==> src/hw/rtl/ssnf_pkg.sv <==
`default_nettype none
// ----------------------------------------------------------------------------
// ssnf_pkg
// shared types, codes and font tables for the seven-segment number formatter
// ----------------------------------------------------------------------------
package ssnf_pkg;

   localparam int NUM_DIGITS  = 8;
   localparam int HALF_DIGITS = 4;
   localparam int DIGIT_AW    = $clog2(NUM_DIGITS);
   localparam int SEG_W       = 8;
   localparam int MAG_BITS    = 32;
   localparam int BCD_DIGITS  = 10;
   localparam int STEP_W      = $clog2(MAG_BITS);

   localparam logic [SEG_W-1:0] DASH_CODE  = 8'h40;
   localparam logic [SEG_W-1:0] BLANK_CODE = 8'h00;

   typedef enum logic [2:0] {
      CMD_PRINT_LEFT  = 3'd0,
      CMD_PRINT_RIGHT = 3'd1,
      CMD_PRINT_ALL   = 3'd2,
      CMD_RAW         = 3'd3,
      CMD_CLEAR       = 3'd4,
      CMD_FRAME       = 3'd5
   } cmd_type;

   typedef enum logic [2:0] {
      ST_IDLE,
      ST_CONV,
      ST_MEASURE,
      ST_PLACE,
      ST_F_ADDR,
      ST_F_READ,
      ST_F_SEG,
      ST_F_ZERO
   } state_type;

   typedef struct packed {
      logic [2:0]        cmd;
      logic signed [31:0] number;
      logic              left_justify;
      logic [2:0]        digit_index;
      logic [7:0]        segment_bits;
   } req_type;

   typedef struct packed {
      logic [7:0] frame_byte;
      logic       last;
   } rsp_type;

   typedef struct packed {
      logic                        done;
      logic                        neg;
      logic [BCD_DIGITS-1:0][3:0]  digits;
   } bcd_status_type;

   function automatic logic [SEG_W-1:0] ssnf_font(input logic [3:0] digit);
      logic [SEG_W-1:0] code;
      unique case (digit)
         4'd0:    code = 8'h3F;
         4'd1:    code = 8'h06;
         4'd2:    code = 8'h5B;
         4'd3:    code = 8'h4F;
         4'd4:    code = 8'h66;
         4'd5:    code = 8'h6D;
         4'd6:    code = 8'h7D;
         4'd7:    code = 8'h07;
         4'd8:    code = 8'h7F;
         4'd9:    code = 8'h6F;
         default: code = BLANK_CODE;
      endcase
      return code;
   endfunction

   // board wiring: pair n of the frame carries this logical digit
   function automatic logic [DIGIT_AW-1:0] ssnf_board(input logic [DIGIT_AW-1:0] pair);
      logic [DIGIT_AW-1:0] digit;
      unique case (pair)
         3'd0:    digit = 3'd4;
         3'd1:    digit = 3'd5;
         3'd2:    digit = 3'd6;
         3'd3:    digit = 3'd7;
         3'd4:    digit = 3'd0;
         3'd5:    digit = 3'd1;
         3'd6:    digit = 3'd2;
         default: digit = 3'd3;
      endcase
      return digit;
   endfunction

endpackage
`default_nettype wire

==> src/hw/rtl/seven_segment_number_formatter_core.sv <==
`default_nettype none
// ----------------------------------------------------------------------------
// seven_segment_number_formatter_core
// eight-digit segment buffer with decimal print, raw write, clear and frame out
// ----------------------------------------------------------------------------
// raw write and clear: taken while idle, back to back
// half and eight-digit print: acceptance, one converter step per magnitude bit, the
//   converter done flag, a measure state, then one ram write per digit of the area
// frame: 17 transfers, no new item taken before the closing byte is loaded,
//   one ram read per digit pair
// reset clears the digit valid flags at once; the buffer reads as blank
// ----------------------------------------------------------------------------
module seven_segment_number_formatter_core
   import ssnf_pkg::*;
(
   input  wire logic    clock,
   input  wire logic    reset,
   input  wire logic    req_valid,
   output      logic    req_stall,
   input  wire req_type req_payload,
   output      logic    rsp_valid,
   input  wire logic    rsp_stall,
   output      rsp_type rsp_payload
);

   // fsm and item context
   state_type           state_ff, state_in;
   logic [2:0]          cmd_ff;
   logic                left_ff;
   logic [DIGIT_AW-1:0] pos_ff;
   logic [DIGIT_AW-1:0] pair_ff;
   logic [3:0]          nd_ff;
   logic [3:0]          len_ff;
   logic                ovf_ff;
   logic                seg_valid_ff;

   // per-digit written flags, cleared by reset and by the clear command
   logic [NUM_DIGITS-1:0] valid_ff;

   // output register
   logic    rsp_valid_ff;
   rsp_type rsp_payload_ff;

   // control from the output decode
   logic                accept;
   logic                out_free;
   logic                bcd_start;
   logic signed [31:0]  bcd_value;
   logic                ram_we;
   logic [DIGIT_AW-1:0] ram_waddr;
   logic [SEG_W-1:0]    ram_wdata;
   logic                ram_re;
   logic [DIGIT_AW-1:0] ram_raddr;
   logic [SEG_W-1:0]    ram_rdata;
   logic                clear_all;
   logic                latch_item;
   logic                measure;
   logic                pos_step;
   logic                pair_start;
   logic                pair_step;
   logic                load_rsp;
   logic [SEG_W-1:0]    load_byte;
   logic                load_last;
   logic                is_print;
   logic                place_done;

   bcd_status_type bcd_res;

   // placement arithmetic
   logic [3:0]          area_size;
   logic [DIGIT_AW-1:0] area_base;
   logic [3:0]          start_pos;
   logic [3:0]          pos_x;
   logic [3:0]          rel;
   logic [3:0]          dsel;
   logic                in_text;
   logic [3:0]          sel_digit;
   logic [SEG_W-1:0]    place_code;
   logic [3:0]          nd_calc;
   logic [3:0]          len_calc;

   assign accept    = req_valid && !req_stall;
   assign req_stall = (state_ff != ST_IDLE);
   assign out_free  = !rsp_valid_ff || !rsp_stall;
   assign is_print  = (req_payload.cmd == CMD_PRINT_LEFT) ||
                      (req_payload.cmd == CMD_PRINT_RIGHT) ||
                      (req_payload.cmd == CMD_PRINT_ALL);

   // half prints take the low 16 bits as a signed value
   assign bcd_value = (req_payload.cmd == CMD_PRINT_ALL) ? req_payload.number :
                      {{16{req_payload.number[15]}}, req_payload.number[15:0]};

   ssnf_bcd u_bcd (
      .clock  (clock),
      .reset  (reset),
      .start  (bcd_start),
      .value  (bcd_value),
      .status (bcd_res)
   );

   ssnf_ram #(
      .WIDTH (SEG_W),
      .DEPTH (NUM_DIGITS)
   ) u_ram (
      .clock (clock),
      .we    (ram_we),
      .waddr (ram_waddr),
      .wdata (ram_wdata),
      .re    (ram_re),
      .raddr (ram_raddr),
      .rdata (ram_rdata)
   );

   // significant digit count of the converted magnitude, at least one
   always_comb begin
      nd_calc = 4'd1;
      for (int d = 0; d < BCD_DIGITS; d++) begin
         if (bcd_res.digits[d] != 4'd0) begin
            nd_calc = 4'(d + 1);
         end
      end
      len_calc = nd_calc + {3'd0, bcd_res.neg};
   end

   // code for one position of the target area
   always_comb begin
      area_size = (cmd_ff == CMD_PRINT_ALL) ? 4'(NUM_DIGITS) : 4'(HALF_DIGITS);
      area_base = (cmd_ff == CMD_PRINT_RIGHT) ? DIGIT_AW'(HALF_DIGITS) : '0;
      start_pos = left_ff ? 4'd0 : area_size - len_ff;
      pos_x     = {1'b0, pos_ff};
      rel       = pos_x - start_pos;
      in_text   = (pos_x >= start_pos) && (pos_x < start_pos + len_ff);
      // index from the least significant digit
      dsel      = nd_ff - 4'd1 - rel + {3'd0, bcd_res.neg};
      sel_digit = 4'd0;
      for (int d = 0; d < BCD_DIGITS; d++) begin
         if (dsel == 4'(d)) begin
            sel_digit = bcd_res.digits[d];
         end
      end
      if (ovf_ff && cmd_ff != CMD_PRINT_ALL) begin
         // half overflow: dash, blank, blank, dash
         place_code = (pos_ff == '0 || pos_ff == DIGIT_AW'(HALF_DIGITS - 1)) ?
                      DASH_CODE : BLANK_CODE;
      end else if (ovf_ff) begin
         // eight-digit overflow: 9999 fills each half
         place_code = ssnf_font(4'd9);
      end else if (!in_text) begin
         place_code = BLANK_CODE;
      end else if (bcd_res.neg && rel == 4'd0) begin
         place_code = DASH_CODE;
      end else begin
         place_code = ssnf_font(sel_digit);
      end
      place_done = ({1'b0, pos_ff} == area_size - 4'd1);
   end

   // next state
   always_comb begin
      state_in = state_ff;
      unique case (state_ff)
         ST_IDLE: begin
            if (accept && is_print) begin
               state_in = ST_CONV;
            end else if (accept && req_payload.cmd == CMD_FRAME) begin
               state_in = ST_F_ADDR;
            end
         end
         ST_CONV: begin
            if (bcd_res.done) begin
               state_in = ST_MEASURE;
            end
         end
         ST_MEASURE: state_in = ST_PLACE;
         ST_PLACE: begin
            if (place_done) begin
               state_in = ST_IDLE;
            end
         end
         ST_F_ADDR: begin
            if (out_free) begin
               state_in = ST_F_READ;
            end
         end
         ST_F_READ: state_in = ST_F_SEG;
         ST_F_SEG: begin
            if (out_free) begin
               state_in = ST_F_ZERO;
            end
         end
         ST_F_ZERO: begin
            if (out_free) begin
               state_in = (pair_ff == DIGIT_AW'(NUM_DIGITS - 1)) ? ST_IDLE : ST_F_READ;
            end
         end
         default: state_in = ST_IDLE;
      endcase
   end

   // outputs of the fsm
   always_comb begin
      bcd_start  = 1'b0;
      ram_we     = 1'b0;
      ram_waddr  = area_base + pos_ff;
      ram_wdata  = place_code;
      ram_re     = 1'b0;
      ram_raddr  = ssnf_board(pair_ff);
      clear_all  = 1'b0;
      latch_item = 1'b0;
      measure    = 1'b0;
      pos_step   = 1'b0;
      pair_start = 1'b0;
      pair_step  = 1'b0;
      load_rsp   = 1'b0;
      load_byte  = BLANK_CODE;
      load_last  = 1'b0;
      unique case (state_ff)
         ST_IDLE: begin
            if (accept) begin
               latch_item = 1'b1;
               bcd_start  = is_print;
               if (req_payload.cmd == CMD_RAW) begin
                  ram_we    = 1'b1;
                  ram_waddr = req_payload.digit_index;
                  ram_wdata = req_payload.segment_bits;
               end
               clear_all = (req_payload.cmd == CMD_CLEAR);
            end
         end
         ST_CONV:    ;
         ST_MEASURE: measure = 1'b1;
         ST_PLACE: begin
            ram_we   = 1'b1;
            pos_step = 1'b1;
         end
         ST_F_ADDR: begin
            // address byte opens the frame
            load_rsp   = out_free;
            pair_start = out_free;
         end
         ST_F_READ: ram_re = 1'b1;
         ST_F_SEG: begin
            load_rsp  = out_free;
            load_byte = seg_valid_ff ? ram_rdata : BLANK_CODE;
         end
         ST_F_ZERO: begin
            load_rsp  = out_free;
            load_last = (pair_ff == DIGIT_AW'(NUM_DIGITS - 1));
            pair_step = out_free;
         end
         default: ;
      endcase
   end

   always_ff @(posedge clock) begin
      if (reset) begin
         state_ff     <= ST_IDLE;
         valid_ff     <= '0;
         rsp_valid_ff <= 1'b0;
      end else begin
         state_ff <= state_in;
         if (clear_all) begin
            valid_ff <= '0;
         end else if (ram_we) begin
            valid_ff[ram_waddr] <= 1'b1;
         end
         if (load_rsp) begin
            rsp_valid_ff <= 1'b1;
         end else if (!rsp_stall) begin
            rsp_valid_ff <= 1'b0;
         end
      end
      if (latch_item) begin
         cmd_ff  <= req_payload.cmd;
         left_ff <= req_payload.left_justify;
      end
      if (measure) begin
         nd_ff  <= nd_calc;
         len_ff <= len_calc;
         ovf_ff <= (cmd_ff == CMD_PRINT_ALL) ? (len_calc > 4'(NUM_DIGITS)) :
                                               (len_calc > 4'(HALF_DIGITS));
         pos_ff <= '0;
      end else if (pos_step) begin
         pos_ff <= pos_ff + 1'b1;
      end
      if (pair_start) begin
         pair_ff <= '0;
      end else if (pair_step) begin
         pair_ff <= pair_ff + 1'b1;
      end
      if (ram_re) begin
         seg_valid_ff <= valid_ff[ram_raddr];
      end
      if (load_rsp) begin
         rsp_payload_ff.frame_byte <= load_byte;
         rsp_payload_ff.last       <= load_last;
      end
   end

   assign rsp_valid   = rsp_valid_ff;
   assign rsp_payload = rsp_payload_ff;

   // the buffer is never written while a frame is being read out
   a_no_write_in_frame: assert property (@(posedge clock) disable iff (reset)
      (state_ff == ST_F_READ || state_ff == ST_F_SEG || state_ff == ST_F_ZERO)
      |-> !ram_we)
      else $error("buffer write during frame readout");

   // the converter only finishes while a print waits for it
   a_done_in_conv: assert property (@(posedge clock) disable iff (reset)
      bcd_res.done |-> state_ff == ST_CONV)
      else $error("converter done outside conversion");

   // closing byte of a frame is a zero pad byte
   a_last_is_pad: assert property (@(posedge clock) disable iff (reset)
      rsp_valid && rsp_payload.last |-> rsp_payload.frame_byte == BLANK_CODE)
      else $error("last frame byte is not a pad byte");

   // loading the closing byte returns the block to idle
   a_last_ends_frame: assert property (@(posedge clock) disable iff (reset)
      load_rsp && load_last |=> state_ff == ST_IDLE)
      else $error("frame did not end after its last byte");

endmodule
`default_nettype wire

==> src/hw/rtl/ssnf_ram.sv <==
`default_nettype none
// ----------------------------------------------------------------------------
// ssnf_ram
// generic single write port, single read port ram with registered read
// ----------------------------------------------------------------------------
module ssnf_ram #(
   parameter int WIDTH = 8,
   parameter int DEPTH = 8
) (
   input  wire logic                     clock,
   input  wire logic                     we,
   input  wire logic [$clog2(DEPTH)-1:0] waddr,
   input  wire logic [WIDTH-1:0]         wdata,
   input  wire logic                     re,
   input  wire logic [$clog2(DEPTH)-1:0] raddr,
   output      logic [WIDTH-1:0]         rdata
);

   logic [WIDTH-1:0] mem [DEPTH];
   logic [WIDTH-1:0] rdata_ff;

   always_ff @(posedge clock) begin
      if (we) begin
         mem[waddr] <= wdata;
      end
      if (re) begin
         rdata_ff <= mem[raddr];
      end
   end

   assign rdata = rdata_ff;

endmodule
`default_nettype wire

==> src/hw/rtl/ssnf_bcd.sv <==
`default_nettype none
// ----------------------------------------------------------------------------
// ssnf_bcd
// iterative binary to decimal converter, shift-add-3, one bit per cycle
// ----------------------------------------------------------------------------
module ssnf_bcd
   import ssnf_pkg::*;
(
   input  wire logic               clock,
   input  wire logic               reset,
   input  wire logic               start,
   input  wire logic signed [31:0] value,
   output      bcd_status_type     status
);

   logic [MAG_BITS-1:0]             shift_ff, shift_in;
   logic [BCD_DIGITS-1:0][3:0]      bcd_ff, bcd_in;
   logic [STEP_W-1:0]               count_ff, count_in;
   logic                            busy_ff, busy_in;
   logic                            done_ff, done_in;
   logic                            neg_ff, neg_in;
   logic [BCD_DIGITS-1:0][3:0]      adj;
   logic [MAG_BITS-1:0]             mag;

   // two's complement magnitude; the most negative value lands on 2^31
   assign mag = value[31] ? MAG_BITS'(-value) : MAG_BITS'(value);

   always_comb begin
      for (int d = 0; d < BCD_DIGITS; d++) begin
         adj[d] = (bcd_ff[d] >= 4'd5) ? bcd_ff[d] + 4'd3 : bcd_ff[d];
      end
   end

   always_comb begin
      shift_in = shift_ff;
      bcd_in   = bcd_ff;
      count_in = count_ff;
      busy_in  = busy_ff;
      neg_in   = neg_ff;
      done_in  = 1'b0;
      if (start) begin
         shift_in = mag;
         bcd_in   = '0;
         count_in = '0;
         busy_in  = 1'b1;
         neg_in   = value[31];
      end else if (busy_ff) begin
         bcd_in   = {adj[BCD_DIGITS-1:0]} << 1 | (4*BCD_DIGITS)'(shift_ff[MAG_BITS-1]);
         shift_in = shift_ff << 1;
         count_in = count_ff + 1'b1;
         if (count_ff == STEP_W'(MAG_BITS - 1)) begin
            busy_in = 1'b0;
            done_in = 1'b1;
         end
      end
   end

   always_ff @(posedge clock) begin
      if (reset) begin
         busy_ff <= 1'b0;
         done_ff <= 1'b0;
      end else begin
         busy_ff <= busy_in;
         done_ff <= done_in;
      end
      shift_ff <= shift_in;
      bcd_ff   <= bcd_in;
      count_ff <= count_in;
      neg_ff   <= neg_in;
   end

   assign status = {done_ff, neg_ff, bcd_ff};

endmodule
`default_nettype wire
==> config.mk <==
export PLATFORM = sky130hd
export DESIGN_NAME = seven_segment_number_formatter_core
export DESIGN_NICKNAME = d
export VERILOG_FILES = /design/src/hw/rtl/ssnf_pkg.sv /design/src/hw/rtl/seven_segment_number_formatter_core.sv /design/src/hw/rtl/ssnf_ram.sv /design/src/hw/rtl/ssnf_bcd.sv
export SDC_FILE = /design/constraint.sdc
export NUM_CORES = 1
export LEC_CHECK = 0
export BUFFER_PORTS_ARGS = -buffer_cell sky130_fd_sc_hd__buf_2
export CORE_MARGIN = 2
export CORE_UTILIZATION = 51
export DETAILED_ROUTE_END_ITERATION = 12
export PLACE_DENSITY = 0.72
export SYNTH_ARGS = -nofsm -noshare
export SYNTH_HDL_FRONTEND = slang
export SYNTH_SLANG_ARGS = --single-unit
==> constraint.sdc <==
create_clock -name clock -period 4.2 [get_ports clock]
set_clock_uncertainty 0.1 [all_clocks]
set_input_delay 0.63 -clock clock [delete_from_list [all_inputs] [get_ports clock]]
set_output_delay 0.63 -clock clock [all_outputs]
set_load 0.02 [all_outputs]
Yosys cells after proc, flatten, opt, wreduce, memory -nomap -nowiden
Memory sizes are Yosys's and may differ from the RTL's. A register that Yosys moved wholly into a read port is not among the register bits. Cells that the tools add are included.

Memories kept: 2. Bits in writable memories: 64. Bits in read-only memories: 112. Logic and storage cells: 235. Register bits: 121. Output and inout port bits: 11. Input port bits: 51.

Mux-type cells: 85. Add/subtract/negate cells: 23. Bitwise logic cells: 3. Reduce and logical (&&, ||, !) cells: 36. Equal/unequal tests: 41. Magnitude comparators: 17.

Memories: (name not given) (depth 16, bits a word 7, read ports 1, clocked after memory_dff 0, write ports 0, line ssnf_pkg.sv:60) `unique case (digit)`; u_ram.mem (depth 8, bits a word 8, read ports 1, clocked after memory_dff 1, write ports 1, line ssnf_ram.sv:19) `logic [WIDTH-1:0] mem [DEPTH];`.

Operators with widths (count): two-way mux 32 bit (4); two-way mux 4 bit (29); two-way mux 8 bit (7); greater-or-equal comparator 4 x 3 -> 1 bit (second input constant) (10); bitwise OR 40 x 1 -> 40 bit (1); two-way mux 3 bit (13); adder 4 x 2 -> 4 bit (second input constant) (9); nonzero test 4 bit (9); negator 32 bit (1); equality test 3 bit (second input constant) (10); two-way mux 1 bit (25); equality test 3 x 2 -> 1 bit (second input constant) (8); one-hot mux 3 bit (8 select lines) (1); one-hot mux 3 bit (7 select lines) (1); equality test 4 x 3 -> 1 bit (second input constant) (4); equality test 3 x 1 -> 1 bit (second input constant) (4); zero test 3 bit (4); adder 4 x 1 -> 4 bit (2); equality test 4 x 2 -> 1 bit (second input constant) (2); equality test 4 bit (second input constant) (2); zero test 4 bit (2); less-than comparator 3 x 4 -> 1 bit (second input constant) (2); inequality test 2 bit (second input constant) (4); bitwise OR 8 bit (1); 34 further kinds (50).

Depth between registers and ports, before layout
Gate-level depths: netlist of run 1. An unclocked memory read counts as a cell.

Word-level depth: 26. Gate-level depth with buffers: 20. Depth with buffers taken out: 19.

By module
A second synthesis of run 1 with hierarchy kept.

Cells, all modules: 1013. Area total of the unflattened synthesis: 10780.3 µm².

Modules (own cells, without submodules): ssnf_bcd (cells each 502, instances 1, seq. area each 1931.9 µm², area each 4556.9 µm²); seven_segment_number_formatter_core (cells each 397, instances 1, seq. area each 1051.0 µm², area each 3452.1 µm²); ssnf_ram (cells each 114, instances 1, seq. area each 2162.1 µm², area each 2771.4 µm²).

Worst setup path after synthesis of run 1
Ideal clock, no wire load.

Path type: reg2reg. Start: reg cmd_ff[2]. End: mem u_ram.mem[0][3], data pin. Stages on the path, launching flop included: 19. Period minus slack after synthesis: 4.425 ns. Arrival: 4.095 ns. Required time: 3.870 ns. Path buffers: 1. Path slack: -0.225 ns. Setup time: 0.230 ns. Path through: edfxtp_1 > nor3b_1 > inv_1 > ha_1 > xor2_1 > nand2b_1 > ha_1 > xnor2_1 > ha_1 > a21oi_1 > nand2_1 > xor2_1 > xnor3_1 > buf_6 > o31a_1 > ha_1 > inv_1 > o221ai_1 > o22ai_1.

Word-level cells in the longest chain between the ends: 26. Elaborated cells between the ends (all ways): 43. Classes of those cells: 5 x add/sub; 2 x order compare; 11 x eq/ne; 19 x mux; 5 x reduce/logical; 1 x memory.

Ends and longest elaborated chain: start: declaration (line seven_segment_number_formatter_core.sv:28) `logic [2:0] cmd_ff;`; start signal: assignment (line seven_segment_number_formatter_core.sv:274) `cmd_ff <= req_payload.cmd;`; equality test 3 x 2 -> 1 bit (line seven_segment_number_formatter_core.sv:127) `area_size = (cmd_ff == CMD_PRINT_ALL) ? 4'(NUM_DIGITS) : 4'(HALF_DIGITS);`; two-way mux 4 bit (line seven_segment_number_formatter_core.sv:127); subtractor 4 bit (line seven_segment_number_formatter_core.sv:129) `start_pos = left_ff ? 4'd0 : area_size - len_ff;`; two-way mux 4 bit (line seven_segment_number_formatter_core.sv:129); subtractor 3 x 4 -> 4 bit (line seven_segment_number_formatter_core.sv:131) `rel = pos_x - start_pos;`; subtractor 4 bit (line seven_segment_number_formatter_core.sv:134) `dsel = nd_ff - 4'd1 - rel + {3'd0, bcd_res.neg};`; adder 4 x 1 -> 4 bit (line seven_segment_number_formatter_core.sv:134); zero test 4 bit (line seven_segment_number_formatter_core.sv:137) `if (dsel == 4'(d)) begin`; [... 11 more ...]; two-way mux 8 bit (line seven_segment_number_formatter_core.sv:150) `end else if (bcd_res.neg && rel == 4'd0) begin`; two-way mux 8 bit (line seven_segment_number_formatter_core.sv:148) `end else if (!in_text) begin`; two-way mux 8 bit (line seven_segment_number_formatter_core.sv:145) `end else if (ovf_ff) begin`; two-way mux 8 bit * (line seven_segment_number_formatter_core.sv:141) `if (ovf_ff && cmd_ff != CMD_PRINT_ALL) begin`; two-way mux 8 bit (line seven_segment_number_formatter_core.sv:222) `if (req_payload.cmd == CMD_RAW) begin`; two-way mux 8 bit (line seven_segment_number_formatter_core.sv:219) `if (accept) begin`; two-way mux 8 bit * (line seven_segment_number_formatter_core.sv:217) `unique case (state_ff)`; net ram_wdata[3] (line seven_segment_number_formatter_core.sv:51) `logic [SEG_W-1:0] ram_wdata;`; end: declaration (line ssnf_ram.sv:19).

Mark *: on every way through the listed nets, which the timed path passes. The rest lies on a longest branch.

Final worst setup path of run 1
Start: reg cmd_ff[0]. End: mem u_ram.mem[5][3], data pin.

The elaborated chain is that of the path after synthesis.

==> results_dict.tcl, run 1 <==
set metrics [dict create \
    hold_start "req_payload[11]" \
    synth_edf_count 128 \
    maxCapViolCount 0 \
    grt_pass1_vias 7964 \
    cts_tree "yes" \
    antenna_left 0 \
    overflow 0 \
    antenna_found_initial 0 \
    p_total_w 0.00664 \
    grt_pass1_wl_um 39600 \
    drcViolationCount 0 \
    post-dp-hpwl_um 16600 \
    wl_per_cell_um 16.2 \
    cp_cell_sequence "nor3b_2 > inv_2 > ha_4 > xor2_1 > nand2b_1 > ha_4 > xnor2_4 > ha_4 > a21oi_2 > nand2_1 > xor2_1 > xnor3_2 > o31a_1 > buf_6 > ha_4 > inv_4 > o221ai_4 > o22ai_4" \
    vias 8371 \
    final_util_pct 60.8 \
    preCtsSetupSlack_ns -0.223 \
    crit_start "cmd_ff[0]" \
    clock-sinks 193 \
    viasPerCell 5.62 \
    yosysTopAreaCell "edfxtp_1" \
    cp_slowest_cell "edfxtp_1" \
    arrival_ns 4.30 \
    yosysSeqAreaShare_pct 48.5 \
    port_buffers 61 \
    grt_max_degree 50 \
    die_h_um 148 \
    clk_path_buf_depth 2 \
    die_area_mm2 0.0220 \
    io_pins 62 \
    avgSynthCellArea_um2 9.53 \
    reg2reg_depth 18 \
    die_w_um 148 \
    ys.flop_type "edfxtp_1" \
    ir_worst_vdd_mv 0.356 \
    core_mm2 0.0203 \
    path_delay_family "adder cells" \
    outcome "complete, but fails checks" \
    synth.most_common_cell "nand2_1" \
    final-setup-viol-count 12 \
    root_buffer "clkbuf_16" \
    diodes 0 \
    slew_headroom_pct 33.6 \
    firstDrtPassIters 7 \
    grt_use_total_pct 22.8 \
    maxSlewViolCount 0 \
    rsz0062_at_grt "true" \
    path_buf_inv 3 \
    leakagePower_nw 4.83 \
    clock_latency_ns 0.44 \
    r2r_slack_ns -0.04 \
    fin_crit_ns 4.24 \
    routed_wl_um 24100 \
    worstSetupPathType "flop to flop" \
    clk_pin_slew_ns 0.08 \
    start_kind "flop" \
    worst_slew_pin_slew_ns 0.993 \
    cp-end-kind "flop" \
    drt_iter0_markers 638 \
    p_per_area_mw_per_mm2 538 \
    yosys_warnings 0 \
    min_delay_path_depth 1 \
    start_util_pct 52.2 \
    fin_crit_sh_pct 101 \
    cts_buffers 17 \
    synth_top_area_share_pct 36.3 \
    cp.depth 18 \
    fmax_mhz 236 \
    gp_congestion 0.901 \
    setup_ws_ns -0.0359 \
    htreeDepth 4 \
    cpPeakStageDelay_ns 0.41 \
    syn_nets 1218 \
    required_ns 4.27 \
    drive_gt1_share_pct 16.7 \
    async_flop_share_pct 0 \
    row_count 52 \
    nets 1312 \
    ctsHoldBuffers 0 \
    ys_ff_latch 193 \
    synthToLayoutAreaGrowth_pct 16.5 \
    netlist_instances 1112 \
    finalHoldViolCount 0 \
    hold_path_class "input port to flop" \
    synthTopCellsByCount "nand2_1 (180), edfxtp_1 (128), nor2_1 (100)" \
    netlist-cell-type-count 63 \
    rr_startpoint "cmd_ff[0]" \
    holdWs_ns 0.268 \
    crit_path_frequent_cell "ha_4" \
    crit_fanout 8 \
    violations "setup timing" \
    ys_top_cells_by_area "edfxtp_1 (36%), dfxtp_1 (12%), nand2_1 (6.4%)" \
    synth_area_mm2 0.0106 \
]
-- what timing repair did --
action | 4_1_cts | 5_1_grt
endpoints found under the hold margin | 0 | 0
pin swaps | 9 | 9
setup buffers | 4 | 1
setup endpoints to repair | 56 | 56
resized for setup | 25 | 11
-- layer usage --
metal / wire length, um / global-route usage [%] / vias up
li1: - / - / 4101
met4: 461 / 7.52 / 0
met1: 10700 / 29.9 / 3954
met5: 0 / 0 / -
met2: 11400 / 37.5 / 276
met3: 1520 / 5.34 / 40
-- where the power goes --
| part | switching, W | leakage, nW | internal, W |
|---|---|---|---|
| Combinational | 0.00141 | 2.83 | 0.00120 |
| Sequential | 0.000125 | 1.72 | 0.00228 |
| Clock | 0.000816 | 0.286 | 0.000805 |
| Total | 0.00235 | 4.83 | 0.00429 |
-- layout make-up --
cell class / instances / area [um^2]
clock buffer: 17 / 425
clock inverter: 15 / 163
fill: 1697 / 7960
inverter: 59 / 224
multi-input combinational: 819 / 5310
sequential: 193 / 5150
tap: 270 / 338
timing repair buffer: 116 / 738
-- registers in the layout, indices dropped and copies added, names as in the netlist --
register	flops
u_ram.mem	64
u_bcd.status	40
u_bcd.shift_ff	32
rsp_payload	9
u_ram.rdata	8
valid_ff	8
u_bcd.count_ff	5
len_ff	4
nd_ff	4
cmd_ff	3
pair_ff	3
pos_ff	3
state_ff	3
left_ff	1
ovf_ff	1
rsp_valid	1
seg_valid_ff	1
u_bcd.busy_ff	1
u_bcd.done_ff	1
u_bcd.neg_ff	1
-- kinds of logic after synthesis --
family	Yosys count	share of synthesized area, %
flops	193	48.5
buf+inv	100	3.61
simple gates	445	19.1
mux	35	4.39
xor+xnor	60	5.09
fa+ha+maj	55	6.70
compound gates	224	12.6
-- stage by stage --
stage | TNS, ns | instances | cell area [um^2]
floorplan | 0 | 1112 | 10600
global placement | -0.740 | 1452 | 11500
detailed placement | -7.10 | 1452 | 11500
CTS | -0.981 | 1488 | 12300
global route | -9.04 | 1489 | 12300
finish | -0.267 | 1489 | 12300
-- cells in the final DEF, fill, tap and decap left out, types with 9 or more instances in the layout --
cell,Yosys,layout
mux2i_1,21,19
buf_2,0,61
nor3_1,20,16
nand2b_1,18,18
buf_4,0,52
xnor2_1,26,25
clkbuf_16,0,17
inv_1,58,56
a21oi_1,70,66
nand2_1,180,180
inv_8,0,9
nor3b_1,11,10
o21a_1,10,10
xor2_1,33,32
o21ai_0,92,92
ha_1,52,47
edfxtp_1,128,128
nor2_1,100,100
and2_1,12,11
dfxtp_1,65,64
nand3_1,66,66
-- worst paths after layout --
check                    endpoint
hold / removal            left_ff
setup / recovery  u_ram.mem[5][3]
setup reg to reg  u_ram.mem[5][3]
hold reg to reg       valid_ff[4]
(Power assumes the default switching activity.)
==> inputs of run 2 (changes only) <==
--- a/config.mk
+++ b/config.mk
@@ -5,11 +5,11 @@
 export SDC_FILE = /design/constraint.sdc
 export NUM_CORES = 1
 export LEC_CHECK = 0
-export BUFFER_PORTS_ARGS = -buffer_cell sky130_fd_sc_hd__buf_2
 export CORE_MARGIN = 2
 export CORE_UTILIZATION = 51
 export DETAILED_ROUTE_END_ITERATION = 12
-export PLACE_DENSITY = 0.72
+export DONT_BUFFER_PORTS = 1
+export PLACE_DENSITY = 0.7
 export SYNTH_ARGS = -nofsm -noshare
 export SYNTH_HDL_FRONTEND = slang
 export SYNTH_SLANG_ARGS = --single-unit
==> run 2 against run 1 <==
Against the previous run:
- the run now ends clean
- non-clock buffer count shrank 70
- critical path depth shrank 3
- maximum frequency grew 1.1%
- sequential share of layout area grew 1.4 points
- global-route usage shrank 1.2 points
- clock-buffer cell count is the same
- total power shrank 4.2%
- critical path type unchanged
- highest routed layer unchanged
==> results_dict.tcl, run 2 (same netlist as run 1, synthesis figures left out) <==
set metrics [dict create \
    met1Wirelength_um 10900 \
    stdcell_area_mm2 0.0119 \
    gp_congestion 0.872 \
    worst_slew_pin_slew_ns 0.944 \
    p_per_area_mw_per_mm2 533 \
    root_buffer "clkbuf_16" \
    worstSetupPathType "flop to flop" \
    firstDrtPassIters 5 \
    fin_crit_sh_pct 99.7 \
    grt_max_degree 50 \
    drive_gt1_share_pct 11.4 \
    overflow 0 \
    fin_crit_ns 4.19 \
    wl_per_cell_um 16.4 \
    fillers 1759 \
    clk_path_buf_depth 2 \
    cts_buffers 17 \
    row_count 52 \
    leakagePower_nw 4.54 \
    routed_wl_um 23300 \
    start_util_pct 52.2 \
    finalHoldViolCount 0 \
    arrival_ns 4.26 \
    wl_met2_um 10800 \
    post-dp-hpwl_um 16200 \
    io_pins 62 \
    grt_use_total_pct 21.6 \
    cts_tree "yes" \
    grt_pass1_vias 7401 \
    clock-sinks 193 \
    maxSlewViolCount 0 \
    drcViolationCount 0 \
    grt_pass1_wl_um 37700 \
    p_total_w 0.00636 \
    final_cell_mix "nand2_1 (180), edfxtp_1 (128), nor2_1 (100)" \
    rsz0062_at_grt "true" \
    htreeDepth 4 \
    layout_commonest_cell "nand2_1" \
    cpPeakStageDelay_ns 0.62 \
    start_kind "flop" \
    final-setup-viol-count 0 \
    required_ns 4.27 \
    nets 1242 \
    top_register "u_ram.mem" \
    top_layer_used "met4" \
    hold_path_class "input port to flop" \
    die_area_mm2 0.0220 \
    path_buf_inv 2 \
    cp_slowest_cell "fa_1" \
    core_mm2 0.0203 \
    antenna_left 0 \
    diodes 0 \
    clk_pin_slew_ns 0.08 \
    vias 7931 \
    die_h_um 148 \
    place_area_mm2 0.0112 \
    wl_met3_um 1240 \
    slew_headroom_pct 37.1 \
    outcome "finished, final reports clean" \
    path_delay_family "adder cells" \
    port_buffers 0 \
    clock_latency_ns 0.45 \
    viasPerCell 5.59 \
    largest_reg_flops 64 \
    synthToLayoutAreaGrowth_pct 12.6 \
    crit_fanout 10 \
    antenna_found_initial 0 \
    maxCapViolCount 0 \
    cp-end-kind "flop" \
    cp_cell_sequence "inv_2 > ha_1 > nand2b_1 > fa_2 > fa_1 > buf_12 > mux4_2 > mux2_2 > nand2_1 > o31a_1 > ha_2 > nand3_1 > mux2i_1 > nor3_1 > o22a_2" \
    ir_worst_vdd_mv 0.304 \
    fmax_mhz 239 \
    die_w_um 148 \
    drt_iter0_markers 548 \
]
==> run 2: cell types whose count changed in the layout (fill, tap and decap cells not counted), sizes merged <==
cell and change:
buf -70, clkinvlp -2, clkinv +1, inv +1
==> run 2: worst paths after layout <==
check                                  from               to  slack (ns)  cells past startpoint
worst max register to register    len_ff[0]  u_ram.mem[6][2]        0.01                     15
worst min register to register  valid_ff[1]      valid_ff[1]        0.37                      1
worst max-delay path              len_ff[0]  u_ram.mem[6][2]        0.01                     15
worst min-delay path                  reset      state_ff[0]        0.15                      1
==> run 2: layout make-up <==
| cell class | instances | area (um^2) | share of cell area, % |
|---|---|---|---|
| sequential | 193 | 5150 | 43.1 |
| clock inverter | 15 | 174 | 1.46 |
| inverter | 59 | 224 | 1.88 |
| timing repair buffer | 46 | 365 | 3.06 |
| tap | 270 | 338 | 2.83 |
| multi-input combinational | 819 | 5270 | 44.1 |
| clock buffer | 17 | 425 | 3.56 |
==> run 2: timing repair <==
item                                   4_1_cts  5_1_grt
cloned                                       0        0
setup endpoints to repair                   56       56
pin swaps                                    4       14
setup buffers                                1        3
hold buffers                                 0        0
endpoints found under the hold margin        0        0
gates resized for setup                     10       22
==> run 2: power by group <==
group / internal, W / total [W] / leakage (nW) / switching [W]
clock network: 0.000812 / 0.00164 / 0.294 / 0.000832
logic: 0.00107 / 0.00230 / 2.53 / 0.00123
registers: 0.00228 / 0.00241 / 1.72 / 0.000128
total: 0.00416 / 0.00636 / 4.54 / 0.00219
==> run 2: metal layers <==
layer  up-vias  global-route usage (%)
li1       3968                       -
met1      3743                    30.8
met2       195                    34.5
met3        25                    4.05
met4         0                    5.29
met5         -                       0
==> run 2: per-stage QoR <==
| stage | worst slack, ns | util (%) | TNS [ns] | hold WS (ns) | instances |
|---|---|---|---|---|---|
| 2_1_floorplan | 0.00504 | - | 0 | 0.341 | 1112 |
| 3_3_place_gp | -0.0208 | 54.9 | -0.260 | 0.347 | 1384 |
| 3_5_place_dp | -0.109 | 54.9 | -1.64 | 0.353 | 1384 |
| 4_1_cts | 0.0222 | 58.2 | 0 | 0.133 | 1417 |
| 5_1_grt | -0.193 | 58.8 | -5.35 | 0.137 | 1419 |
| 6_report | 0.0117 | 58.8 | 0 | 0.145 | 1419 |
